`config.mk`:
```
export PLATFORM = sky130hd
export DESIGN_NAME = fit_policy_segment_allocator
export DESIGN_NICKNAME = d
export VERILOG_FILES = /design/src/hw/rtl/fpsa_pkg.sv /design/src/hw/rtl/fpsa_seg_mem.sv /design/src/hw/rtl/fit_policy_segment_allocator.sv
export SDC_FILE = /design/constraint.sdc
export NUM_CORES = 2
export LEC_CHECK = 0
export ABC_AREA = 1
export ABC_CLOCK_PERIOD_IN_PS = 6200
export CORE_AREA = 3 3 436 438
export CTS_CLUSTER_SIZE = 40
export DETAILED_ROUTE_END_ITERATION = 6
export DIE_AREA = 0 0 439 441
export DONT_BUFFER_PORTS = 1
export GPL_TIMING_DRIVEN = 0
export PLACE_DENSITY_LB_ADDON = 0.2
export SLEW_MARGIN = 20
export SYNTH_ARGS = -nofsm -noshare
export SYNTH_HDL_FRONTEND = slang
export SYNTH_SLANG_ARGS = --single-unit
```
`constraint.sdc`:
```
create_clock -name clk -period 6.2 [get_ports clk]
set_input_delay 0 -clock clk [delete_from_list [all_inputs] [get_ports clk]]
set_output_delay 0 -clock clk [all_outputs]
set_load 0.02 [all_outputs]
```
`src/hw/rtl/fpsa_pkg.sv`:
```
// Shared types and codes for the fit-policy segment allocator.
package fpsa_pkg;

    typedef enum logic [1:0] {
        OP_INIT     = 2'd0,
        OP_ALLOC    = 2'd1,
        OP_FREE     = 2'd2,
        OP_RESERVED = 2'd3
    } opcode_t;

    typedef enum logic [1:0] {
        POL_FIRST    = 2'd0,
        POL_BEST     = 2'd1,
        POL_WORST    = 2'd2,
        POL_RESERVED = 2'd3
    } policy_t;

    typedef enum logic [2:0] {
        ST_OK        = 3'd0,
        ST_BAD       = 3'd1,
        ST_INIT      = 3'd2,
        ST_NOFIT     = 3'd3,
        ST_FULL      = 3'd4
    } status_t;

    localparam logic CFG_FIT_POLICY   = 1'b0;
    localparam logic CFG_REGION_BYTES = 1'b1;

    localparam int REG_REGION_RESET = 4096;

    typedef struct packed {
        logic [1:0]  opcode;
        logic [15:0] request_size;
        logic [15:0] block_address;
        logic [15:0] block_length;
    } fpsa_req_t;

    typedef struct packed {
        logic [2:0]  status;
        logic [15:0] granted_address;
        logic [15:0] granted_length;
    } fpsa_rsp_t;

    // One free segment: header start and payload length.
    typedef struct packed {
        logic [16:0] start;
        logic [15:0] len;
    } seg_entry_t;

endpackage

```
`src/hw/rtl/fpsa_seg_mem.sv`:
```
// Segment table memory: one write port, one registered read port.
module fpsa_seg_mem
    import fpsa_pkg::*;
#(
    parameter int DEPTH = 16
)
(
    input  logic                     clk,
    input  logic                     rd_en,
    input  logic [$clog2(DEPTH)-1:0] rd_addr,
    output seg_entry_t               rd_data,
    input  logic                     wr_en,
    input  logic [$clog2(DEPTH)-1:0] wr_addr,
    input  seg_entry_t               wr_data
);

    seg_entry_t mem [DEPTH];

    always_ff @(posedge clk)
    begin
        if (wr_en)
        begin
            mem[wr_addr] <= wr_data;
        end
    end

    always_ff @(posedge clk)
    begin
        if (rd_en)
        begin
            rd_data <= mem[rd_addr];
        end
    end

endmodule

```
`src/hw/rtl/fit_policy_segment_allocator.sv`:
```
// Top level of the fit-policy segment allocator: sequencer over the segment table.
//
//  Channel  | Signals                       | Direction | Transfer when
//  ---------+-------------------------------+-----------+----------------------
//  request  | in_valid, in_stall, in_data   | in        | in_valid & !in_stall
//  response | out_valid, out_stall, out_data| out       | out_valid & !out_stall
//  config   | cfg_we, cfg_index, cfg_data   | in        | cfg_we
//
// One request at a time. in_stall is high from the transfer until the response
// is loaded into the output register. A table scan reads each entry from memory
// and then compares it, and each entry moved in an insert or removal takes a
// further read and write on the table's separate read and write ports.
// Reset closes the region and empties the table; table contents need no clear.
// A held response stalls the sequencer in its last state until it is taken.
module fit_policy_segment_allocator
    import fpsa_pkg::*;
#(
    parameter int MAX_SEGMENTS     = 16,
    parameter int REGION_MAX_BYTES = 65536,
    parameter int PAGE_BYTES       = 4096,
    parameter int HEADER_BYTES     = 8
)
(
    input  logic        clk,
    input  logic        rst_n,
    input  logic        in_valid,
    output logic        in_stall,
    input  fpsa_req_t   in_data,
    output logic        out_valid,
    input  logic        out_stall,
    output fpsa_rsp_t   out_data,
    input  logic        cfg_we,
    input  logic        cfg_index,
    input  logic [16:0] cfg_data
);

    localparam int IDX_W = $clog2(MAX_SEGMENTS);
    localparam int CNT_W = $clog2(MAX_SEGMENTS + 1);
    localparam int RB    = $clog2(REGION_MAX_BYTES + PAGE_BYTES) + 1;
    localparam int AW    = (RB > 19) ? RB : 19;
    localparam logic [AW-1:0] HDR     = AW'(HEADER_BYTES);
    localparam logic [AW-1:0] RMAX    = AW'(REGION_MAX_BYTES);
    localparam logic [AW-1:0] PAGE    = AW'(PAGE_BYTES);
    localparam logic [AW-1:0] MAX16   = AW'(65535);

    typedef enum logic [4:0] {
        S_IDLE, S_DECODE, S_INIT_WR,
        S_A_RD, S_A_CHK, S_A_END,
        S_F_RD, S_F_CHK, S_F_MN, S_F_MP, S_F_ACT,
        S_DROP_RD, S_DROP_WR, S_UP_RD, S_UP_WR, S_RESP
    } state_t;

    function automatic logic [15:0] sat16(input logic [AW-1:0] v);
        return (v > MAX16) ? 16'hFFFF : v[15:0];
    endfunction

    state_t            state_reg;
    fpsa_req_t         req_reg;
    fpsa_rsp_t         rsp_reg;
    fpsa_rsp_t         out_reg;
    logic              out_valid_reg;
    logic [1:0]        policy_reg;
    logic [16:0]       region_reg;
    logic [CNT_W-1:0]  count_reg;
    logic [CNT_W-1:0]  idx_reg;
    logic [CNT_W-1:0]  pos_reg;
    logic              open_reg;
    logic              found_reg;
    logic [IDX_W-1:0]  pick_idx_reg;
    seg_entry_t        pick_reg;
    seg_entry_t        prev_reg;
    seg_entry_t        next_reg;
    logic              has_next_reg;
    logic              mn_reg;
    logic              mp_reg;
    logic [16:0]       size_reg;
    logic [15:0]       hdr_reg;
    logic [AW-1:0]     acc_reg;

    // Table port controls.
    logic              mem_rd_en;
    logic [IDX_W-1:0]  mem_rd_addr;
    seg_entry_t        mem_rd_data;
    logic              mem_wr_en;
    logic [IDX_W-1:0]  mem_wr_addr;
    seg_entry_t        mem_wr_data;

    // Decode-time arithmetic.
    logic [AW-1:0]     rounded;
    logic [AW-1:0]     free_end;
    logic [16:0]       size_rnd;

    // Allocate compare.
    logic              a_fit;
    logic              a_take;
    logic              a_stop;
    logic [16:0]       a_rem;
    logic              a_split;

    assign rounded  = ((AW'(region_reg) + PAGE - AW'(1)) / PAGE) * PAGE;
    assign free_end = AW'(req_reg.block_address) + AW'(req_reg.block_length);
    assign size_rnd = (17'(req_reg.request_size) + 17'd3) & ~17'd3;

    always_comb
    begin
        a_fit  = 17'(mem_rd_data.len) >= size_reg;
        a_take = 1'b0;
        a_stop = 1'b0;
        case (policy_reg)
            POL_FIRST:
            begin
                a_take = a_fit;
                a_stop = a_fit;
            end
            POL_BEST:
            begin
                a_stop = a_fit && (17'(mem_rd_data.len) == size_reg);
                a_take = a_fit && (a_stop || !found_reg || mem_rd_data.len < pick_reg.len);
            end
            default:
            begin
                a_take = a_fit && (!found_reg || mem_rd_data.len > pick_reg.len);
            end
        endcase
    end

    assign a_rem   = 17'(pick_reg.len) - size_reg;
    assign a_split = AW'(a_rem) >= HDR + AW'(4);

    always_comb
    begin
        mem_rd_en   = 1'b0;
        mem_rd_addr = idx_reg[IDX_W-1:0];
        mem_wr_en   = 1'b0;
        mem_wr_addr = idx_reg[IDX_W-1:0];
        mem_wr_data = mem_rd_data;
        unique case (state_reg)
            S_INIT_WR:
            begin
                mem_wr_en   = 1'b1;
                mem_wr_addr = '0;
                mem_wr_data = '{start: '0, len: 16'(acc_reg - HDR)};
            end
            S_A_RD, S_F_RD:
            begin
                mem_rd_en = 1'b1;
            end
            S_A_END:
            begin
                mem_wr_en   = found_reg && a_split;
                mem_wr_addr = pick_idx_reg;
                mem_wr_data = '{start: 17'(AW'(pick_reg.start) + HDR + AW'(size_reg)),
                                len: 16'(AW'(a_rem) - HDR)};
            end
            S_F_ACT:
            begin
                if (mp_reg)
                begin
                    mem_wr_en   = 1'b1;
                    mem_wr_addr = IDX_W'(idx_reg - CNT_W'(1));
                    mem_wr_data = '{start: prev_reg.start,
                                    len: mn_reg ? sat16(acc_reg + HDR + HDR + AW'(next_reg.len))
                                                : sat16(acc_reg + HDR)};
                end
                else if (mn_reg)
                begin
                    mem_wr_en   = 1'b1;
                    mem_wr_data = '{start: 17'(hdr_reg),
                                    len: sat16(AW'(req_reg.block_length) + HDR
                                               + AW'(next_reg.len))};
                end
            end
            S_DROP_RD:
            begin
                mem_rd_en   = (idx_reg + CNT_W'(1)) < count_reg;
                mem_rd_addr = IDX_W'(idx_reg + CNT_W'(1));
            end
            S_DROP_WR:
            begin
                mem_wr_en = 1'b1;
            end
            S_UP_RD:
            begin
                if (idx_reg == pos_reg)
                begin
                    mem_wr_en   = 1'b1;
                    mem_wr_data = '{start: 17'(hdr_reg), len: req_reg.block_length};
                end
                else
                begin
                    mem_rd_en   = 1'b1;
                    mem_rd_addr = IDX_W'(idx_reg - CNT_W'(1));
                end
            end
            S_UP_WR:
            begin
                mem_wr_en = 1'b1;
            end
            default:
            begin
            end
        endcase
    end

    fpsa_seg_mem #(
        .DEPTH (MAX_SEGMENTS)
    ) u_seg_mem (
        .clk     (clk),
        .rd_en   (mem_rd_en),
        .rd_addr (mem_rd_addr),
        .rd_data (mem_rd_data),
        .wr_en   (mem_wr_en),
        .wr_addr (mem_wr_addr),
        .wr_data (mem_wr_data)
    );

    // Configuration registers; the user must write them only while the block is idle; the block does not enforce it.
    always_ff @(posedge clk or negedge rst_n)
    begin
        if (!rst_n)
        begin
            policy_reg <= POL_FIRST;
            region_reg <= 17'(REG_REGION_RESET);
        end
        else if (cfg_we)
        begin
            if (cfg_index == CFG_FIT_POLICY)
            begin
                policy_reg <= cfg_data[1:0];
            end
            else
            begin
                region_reg <= cfg_data;
            end
        end
    end

    // Sequencer.
    always_ff @(posedge clk or negedge rst_n)
    begin
        if (!rst_n)
        begin
            state_reg     <= S_IDLE;
            out_valid_reg <= 1'b0;
            count_reg     <= '0;
            open_reg      <= 1'b0;
            found_reg     <= 1'b0;
            has_next_reg  <= 1'b0;
            mn_reg        <= 1'b0;
            mp_reg        <= 1'b0;
            idx_reg       <= '0;
            pos_reg       <= '0;
        end
        else
        begin
            // Load a new response when the output register frees up; drop a taken one.
            if (state_reg == S_RESP && (!out_valid_reg || !out_stall))
            begin
                out_valid_reg <= 1'b1;
            end
            else if (!out_stall)
            begin
                out_valid_reg <= 1'b0;
            end
            unique case (state_reg)
                S_IDLE:
                begin
                    if (in_valid)
                    begin
                        req_reg   <= in_data;
                        state_reg <= S_DECODE;
                    end
                end
                S_DECODE:
                begin
                    rsp_reg.granted_address <= '0;
                    rsp_reg.granted_length  <= '0;
                    idx_reg   <= '0;
                    found_reg <= 1'b0;
                    case (req_reg.opcode)
                        OP_INIT:
                        begin
                            acc_reg <= rounded;
                            if (open_reg)
                            begin
                                rsp_reg.status <= ST_INIT;
                                state_reg      <= S_RESP;
                            end
                            else if (region_reg == '0 || rounded > RMAX || rounded < HDR
                                     || rounded - HDR > MAX16)
                            begin
                                rsp_reg.status <= ST_BAD;
                                state_reg      <= S_RESP;
                            end
                            else
                            begin
                                rsp_reg.status <= ST_OK;
                                state_reg      <= S_INIT_WR;
                            end
                        end
                        OP_ALLOC:
                        begin
                            size_reg <= size_rnd;
                            if (!open_reg)
                            begin
                                rsp_reg.status <= ST_INIT;
                                state_reg      <= S_RESP;
                            end
                            else if (req_reg.request_size == '0 || policy_reg == POL_RESERVED)
                            begin
                                rsp_reg.status <= ST_BAD;
                                state_reg      <= S_RESP;
                            end
                            else if (count_reg == '0)
                            begin
                                rsp_reg.status <= ST_NOFIT;
                                state_reg      <= S_RESP;
                            end
                            else
                            begin
                                rsp_reg.status <= ST_OK;
                                state_reg      <= S_A_RD;
                            end
                        end
                        OP_FREE:
                        begin
                            hdr_reg <= 16'(AW'(req_reg.block_address) - HDR);
                            has_next_reg <= 1'b0;
                            if (!open_reg)
                            begin
                                rsp_reg.status <= ST_INIT;
                                state_reg      <= S_RESP;
                            end
                            else if (AW'(req_reg.block_address) < HDR || free_end > RMAX)
                            begin
                                rsp_reg.status <= ST_BAD;
                                state_reg      <= S_RESP;
                            end
                            else if (count_reg == '0)
                            begin
                                rsp_reg.status <= ST_OK;
                                state_reg      <= S_F_MN;
                            end
                            else
                            begin
                                rsp_reg.status <= ST_OK;
                                state_reg      <= S_F_RD;
                            end
                        end
                        default:
                        begin
                            rsp_reg.status <= ST_BAD;
                            state_reg      <= S_RESP;
                        end
                    endcase
                end
                S_INIT_WR:
                begin
                    count_reg <= CNT_W'(1);
                    open_reg  <= 1'b1;
                    state_reg <= S_RESP;
                end
                S_A_RD:
                begin
                    state_reg <= S_A_CHK;
                end
                S_A_CHK:
                begin
                    if (a_take)
                    begin
                        pick_reg     <= mem_rd_data;
                        pick_idx_reg <= idx_reg[IDX_W-1:0];
                        found_reg    <= 1'b1;
                    end
                    if (a_stop || idx_reg + CNT_W'(1) == count_reg)
                    begin
                        state_reg <= S_A_END;
                    end
                    else
                    begin
                        idx_reg   <= idx_reg + CNT_W'(1);
                        state_reg <= S_A_RD;
                    end
                end
                S_A_END:
                begin
                    if (!found_reg)
                    begin
                        rsp_reg.status <= ST_NOFIT;
                        state_reg      <= S_RESP;
                    end
                    else
                    begin
                        rsp_reg.granted_address <= 16'(AW'(pick_reg.start) + HDR);
                        if (a_split)
                        begin
                            rsp_reg.granted_length <= size_reg[15:0];
                            state_reg              <= S_RESP;
                        end
                        else
                        begin
                            // Grant the whole segment and close the gap it leaves.
                            rsp_reg.granted_length <= pick_reg.len;
                            idx_reg                <= CNT_W'(pick_idx_reg);
                            state_reg              <= S_DROP_RD;
                        end
                    end
                end
                S_F_RD:
                begin
                    state_reg <= S_F_CHK;
                end
                S_F_CHK:
                begin
                    if (AW'(mem_rd_data.start) <= AW'(hdr_reg))
                    begin
                        prev_reg <= mem_rd_data;
                        idx_reg  <= idx_reg + CNT_W'(1);
                        state_reg <= (idx_reg + CNT_W'(1) == count_reg) ? S_F_MN : S_F_RD;
                    end
                    else
                    begin
                        next_reg     <= mem_rd_data;
                        has_next_reg <= 1'b1;
                        state_reg    <= S_F_MN;
                    end
                end
                S_F_MN:
                begin
                    mn_reg <= has_next_reg && (AW'(hdr_reg) + HDR + AW'(req_reg.block_length)
                                               == AW'(next_reg.start));
                    acc_reg   <= AW'(prev_reg.len) + AW'(req_reg.block_length);
                    state_reg <= S_F_MP;
                end
                S_F_MP:
                begin
                    mp_reg <= (idx_reg != '0) && (AW'(prev_reg.start) + HDR + AW'(prev_reg.len)
                                                  == AW'(hdr_reg));
                    state_reg <= S_F_ACT;
                end
                S_F_ACT:
                begin
                    if (mp_reg && mn_reg)
                    begin
                        state_reg <= S_DROP_RD;
                    end
                    else if (mp_reg || mn_reg)
                    begin
                        state_reg <= S_RESP;
                    end
                    else if (count_reg >= CNT_W'(MAX_SEGMENTS))
                    begin
                        rsp_reg.status <= ST_FULL;
                        state_reg      <= S_RESP;
                    end
                    else
                    begin
                        pos_reg   <= idx_reg;
                        idx_reg   <= count_reg;
                        state_reg <= S_UP_RD;
                    end
                end
                S_DROP_RD:
                begin
                    if (idx_reg + CNT_W'(1) < count_reg)
                    begin
                        state_reg <= S_DROP_WR;
                    end
                    else
                    begin
                        count_reg <= count_reg - CNT_W'(1);
                        state_reg <= S_RESP;
                    end
                end
                S_DROP_WR:
                begin
                    idx_reg   <= idx_reg + CNT_W'(1);
                    state_reg <= S_DROP_RD;
                end
                S_UP_RD:
                begin
                    if (idx_reg == pos_reg)
                    begin
                        count_reg <= count_reg + CNT_W'(1);
                        state_reg <= S_RESP;
                    end
                    else
                    begin
                        state_reg <= S_UP_WR;
                    end
                end
                S_UP_WR:
                begin
                    idx_reg   <= idx_reg - CNT_W'(1);
                    state_reg <= S_UP_RD;
                end
                S_RESP:
                begin
                    // Hold until the output register is free.
                    if (!out_valid_reg || !out_stall)
                    begin
                        out_reg   <= rsp_reg;
                        state_reg <= S_IDLE;
                    end
                end
                default:
                begin
                    state_reg <= S_IDLE;
                end
            endcase
        end
    end

    assign in_stall  = (state_reg != S_IDLE);
    assign out_valid = out_valid_reg;
    assign out_data  = out_reg;

`ifndef SYNTHESIS
    a_count_bound: assert property (@(posedge clk) disable iff (!rst_n)
        count_reg <= CNT_W'(MAX_SEGMENTS))
        else $error("segment count above table depth");

    a_closed_empty: assert property (@(posedge clk) disable iff (!rst_n)
        !open_reg |-> count_reg == '0)
        else $error("segments present while region closed");

    a_busy_after_take: assert property (@(posedge clk) disable iff (!rst_n)
        in_valid && !in_stall |=> in_stall)
        else $error("request taken while not busy afterwards");

    a_open_has_seg: assert property (@(posedge clk) disable iff (!rst_n)
        $rose(open_reg) |-> count_reg == CNT_W'(1))
        else $error("region opened without one segment");
`endif

endmodule
```
==> results.sh <==
export IMPL_maxSlewViolCount=0
export IMPL_cts_tree="built"
export IMPL_fin_crit_ns=5.81
export IMPL_clk_latency_ns=0.78
export IMPL_worstPathMaxFanout=16
export IMPL_path_common_cell="nand2_1"
export IMPL_finalWirelength_um=174000
export IMPL_hp_class="in -> reg"
export IMPL_worstMarginPinSlew_ns=1.12
export IMPL_core_area_um2=187000
export IMPL_seq_area_um2=26100
export IMPL_synthArstFlopShare_pct=5.02
export IMPL_insertedDiodeCount=0
export IMPL_drt_iter0_drc=2898
export IMPL_grt_usage_pct=17.7
export IMPL_synth_seq_cells=877
export IMPL_outcome="finished clean"
export IMPL_fin_nets=5456
export IMPL_endpoint_kind="flop"
export IMPL_cts_max_level=3
export IMPL_pin_count=110
export IMPL_p_per_area_nw_per_um2=227
export IMPL_fillers=19500
export IMPL_hold_viol=0
export IMPL_area_growth_pct=20.6
export IMPL_rsz0062_at_grt="false"
export IMPL_portBuffers=0
export IMPL_fmax_mhz=172
export IMPL_cap_violations=0
export IMPL_worstPathRequired_ns=6.30
export IMPL_vias_per_cell=4.66
export IMPL_drc=0
export IMPL_die_w_um=439
export IMPL_clk_pin_slew_ns=0.06
export IMPL_layout_cells_non_filler=7706
export IMPL_grt_pass1_wl_um=248000
export IMPL_first_global_vias=34900
export IMPL_clockBufferDepth=3
export IMPL_syn_cell_area_um2=46400
export IMPL_multi_input_area_um2=17800
export IMPL_drive_above_1_share_pct=7.39
export IMPL_yosys_warnings=0
export IMPL_arrival_ns=5.91
export IMPL_synth_edf_count=833
export IMPL_drt_pass1_iterations=5
export IMPL_largest_reg_flops=528
export IMPL_ys_top_cells_by_area="edfxtp_1 (54%), nand2_1 (11%), ha_1 (6.7%)"
export IMPL_peakVddDrop_mv=0.225
export IMPL_antenna_found_initial=4
export IMPL_tns_ns=0
export IMPL_path_class="reg -> reg"
export IMPL_crit_chain="ha_1 -> nand3_1 -> nor2_2 -> nand2_1 -> xor2_1 -> ha_1 -> ha_1 -> a21oi_1 -> o21ai_0 -> a21oi_1 -> nand2_1 -> nand2_1 -> nand2_1 -> nor2_2 -> nand2_1 -> inv_1 -> nand2_1 -> nand4_1 -> nand4_1"
export IMPL_grt_overflow_total=0
export IMPL_cts_sinks=877
export IMPL_cp_slowest_cell="nand4_1"
export IMPL_synth_nets=5137
export IMPL_syn_avg_cell_area_um2=9.66
export IMPL_ys_seq_area_share_pct=56.2
export IMPL_grt_max_degree=44
export IMPL_ys_types=60
export IMPL_fin_skew_ns=0.0886
export IMPL_ctsResizeCount=0
export IMPL_globalplace_congestion=0.947
export IMPL_slowest_delay_ns=0.83
export IMPL_cp_start_kind="flop"
export IMPL_synth_ff_type="edfxtp_1"
export IMPL_ant_nets=0
export IMPL_rows=159
export IMPL_setup_viol_count_final=0
export IMPL_cts_root_buf="clkbuf_16"
export IMPL_relSlewSlack_pct=25.4
export IMPL_place_inst=7362
export IMPL_wl_per_cell_um=22.6
export IMPL_postSynthCellCount=4807
export IMPL_cts_buffers=103
export IMPL_p_leak_nw=21.8
export IMPL_final_area_um2=56000
export IMPL_place_area_um2=51100
export IMPL_die_height_um=441
export IMPL_num_vias=35900
export IMPL_synth_top_area_share_pct=53.9
export IMPL_utilization_pct=29.9
export IMPL_rrSetupSlack_ns=0.39
export IMPL_synth_top_area_cell="edfxtp_1"
export IMPL_fin_crit_sh_pct=93.8
export IMPL_dieArea_um2=194000
export IMPL_initial_utilization_pct=24.8
export IMPL_dp_hpwl_um=132000
final timing paths:
check,from,to,depth (start not counted)
max,acc_reg[3],u_seg_mem.mem[4][4],19
min,cfg_we,policy_reg[0],3
max reg2reg,acc_reg[3],u_seg_mem.mem[4][4],19
min reg2reg,rsp_reg[27],out_data[27],0
max in group asynchronous,rst_n,mn_reg,4
min in group asynchronous,rst_n,mp_reg,4
worst max-delay path: cells and delay by family (launching register included):
kind                       cells  cell delay (ns)
AOI/OAI and AO/OA              3             0.72
and+or+nand+nor               11             2.27
xor gates and xnor gates       1             0.42
adders and majority gates      3             0.98
DFF                            1             0.66
buffers and inverters          1             0.15
power by group:
| group | switching (mW) | total (mW) | internal (mW) |
|---|---|---|---|
| Sequential | 0.0153 | 6.43 | 6.41 |
| Clock | 2.64 | 6.11 | 3.46 |
| Combinational | 0.0725 | 0.172 | 0.0996 |
cell usage in the layout, fill, tap and decap left out, types with 66 or more instances in the layout:
cell / netlist / routed
o211ai_1: 140 / 140
clkbuf_16: 0 / 105
dlygate4sd3_1: 0 / 150
edfxtp_1: 833 / 833
inv_1: 549 / 549
xor2_1: 80 / 80
ha_1: 248 / 248
clkbuf_1: 60 / 88
buf_2: 76 / 80
nand3_1: 393 / 393
a21oi_1: 200 / 197
nor2_1: 312 / 291
nand2_1: 1305 / 1303
o21ai_0: 182 / 181
nand4_1: 66 / 66
Yosys cell counts, drive strengths merged, types with 36 or more instances:
cell type,number
clkbuf,60
inv,556
xnor2,41
nand2,1310
a21oi,201
o21ai,190
dfrtp,43
xor2,80
o211ai,141
edfxtp,833
ha,248
nand3,394
nand4,66
buf,88
nor3,36
nor2,323
area by class of cell:
| type | count | area share, % |
|---|---|---|
| buffer | 148 | 1.21 |
| clock buffer | 136 | 4.95 |
| clock inverter | 54 | 1.04 |
| inverter | 558 | 3.74 |
| multi-input combinational | 3224 | 31.8 |
| sequential | 877 | 46.6 |
| tap | 2495 | 5.57 |
| timing repair buffer | 214 | 5.05 |
per-layer routing:
layer | wire length (µm) | vias up | track usage [%]
met3 | 9100 | 255 | 2.37
met5 | 0 | - | 0
li1 | - | 17200 | -
met1 | 73900 | 17400 | 22.3
met4 | 6670 | 0 | 6.82
met2 | 84600 | 1079 | 30.5
logic make-up after synthesis:
kind of cell	share of synthesized area (%)
compound gates	8.55
xor+xnor	2.33
fa+ha+maj	7.07
buf+inv	5.97
flops	56.2
mux	0.194
simple gates	19.7
stage by stage:
stage,power (mW),setup slack (ns),hold WS (ns)
global route,13.1,0.0179,0.118
global placement,6.62,-1.46,-0.291
floorplan,6.59,1.17,-0.296
CTS,12.9,0.408,0.0358
finish,12.7,0.385,0.0979
detailed placement,6.62,0.413,-0.291
what timing repair did:
| action | 4_1_cts | 5_1_grt |
|---|---|---|
| hold buffers | 152 | 0 |
| buffers inserted | 0 | 0 |
| hold endpoints to repair | 239 | 0 |
Note: power is estimated with default switching activity, not from simulation.
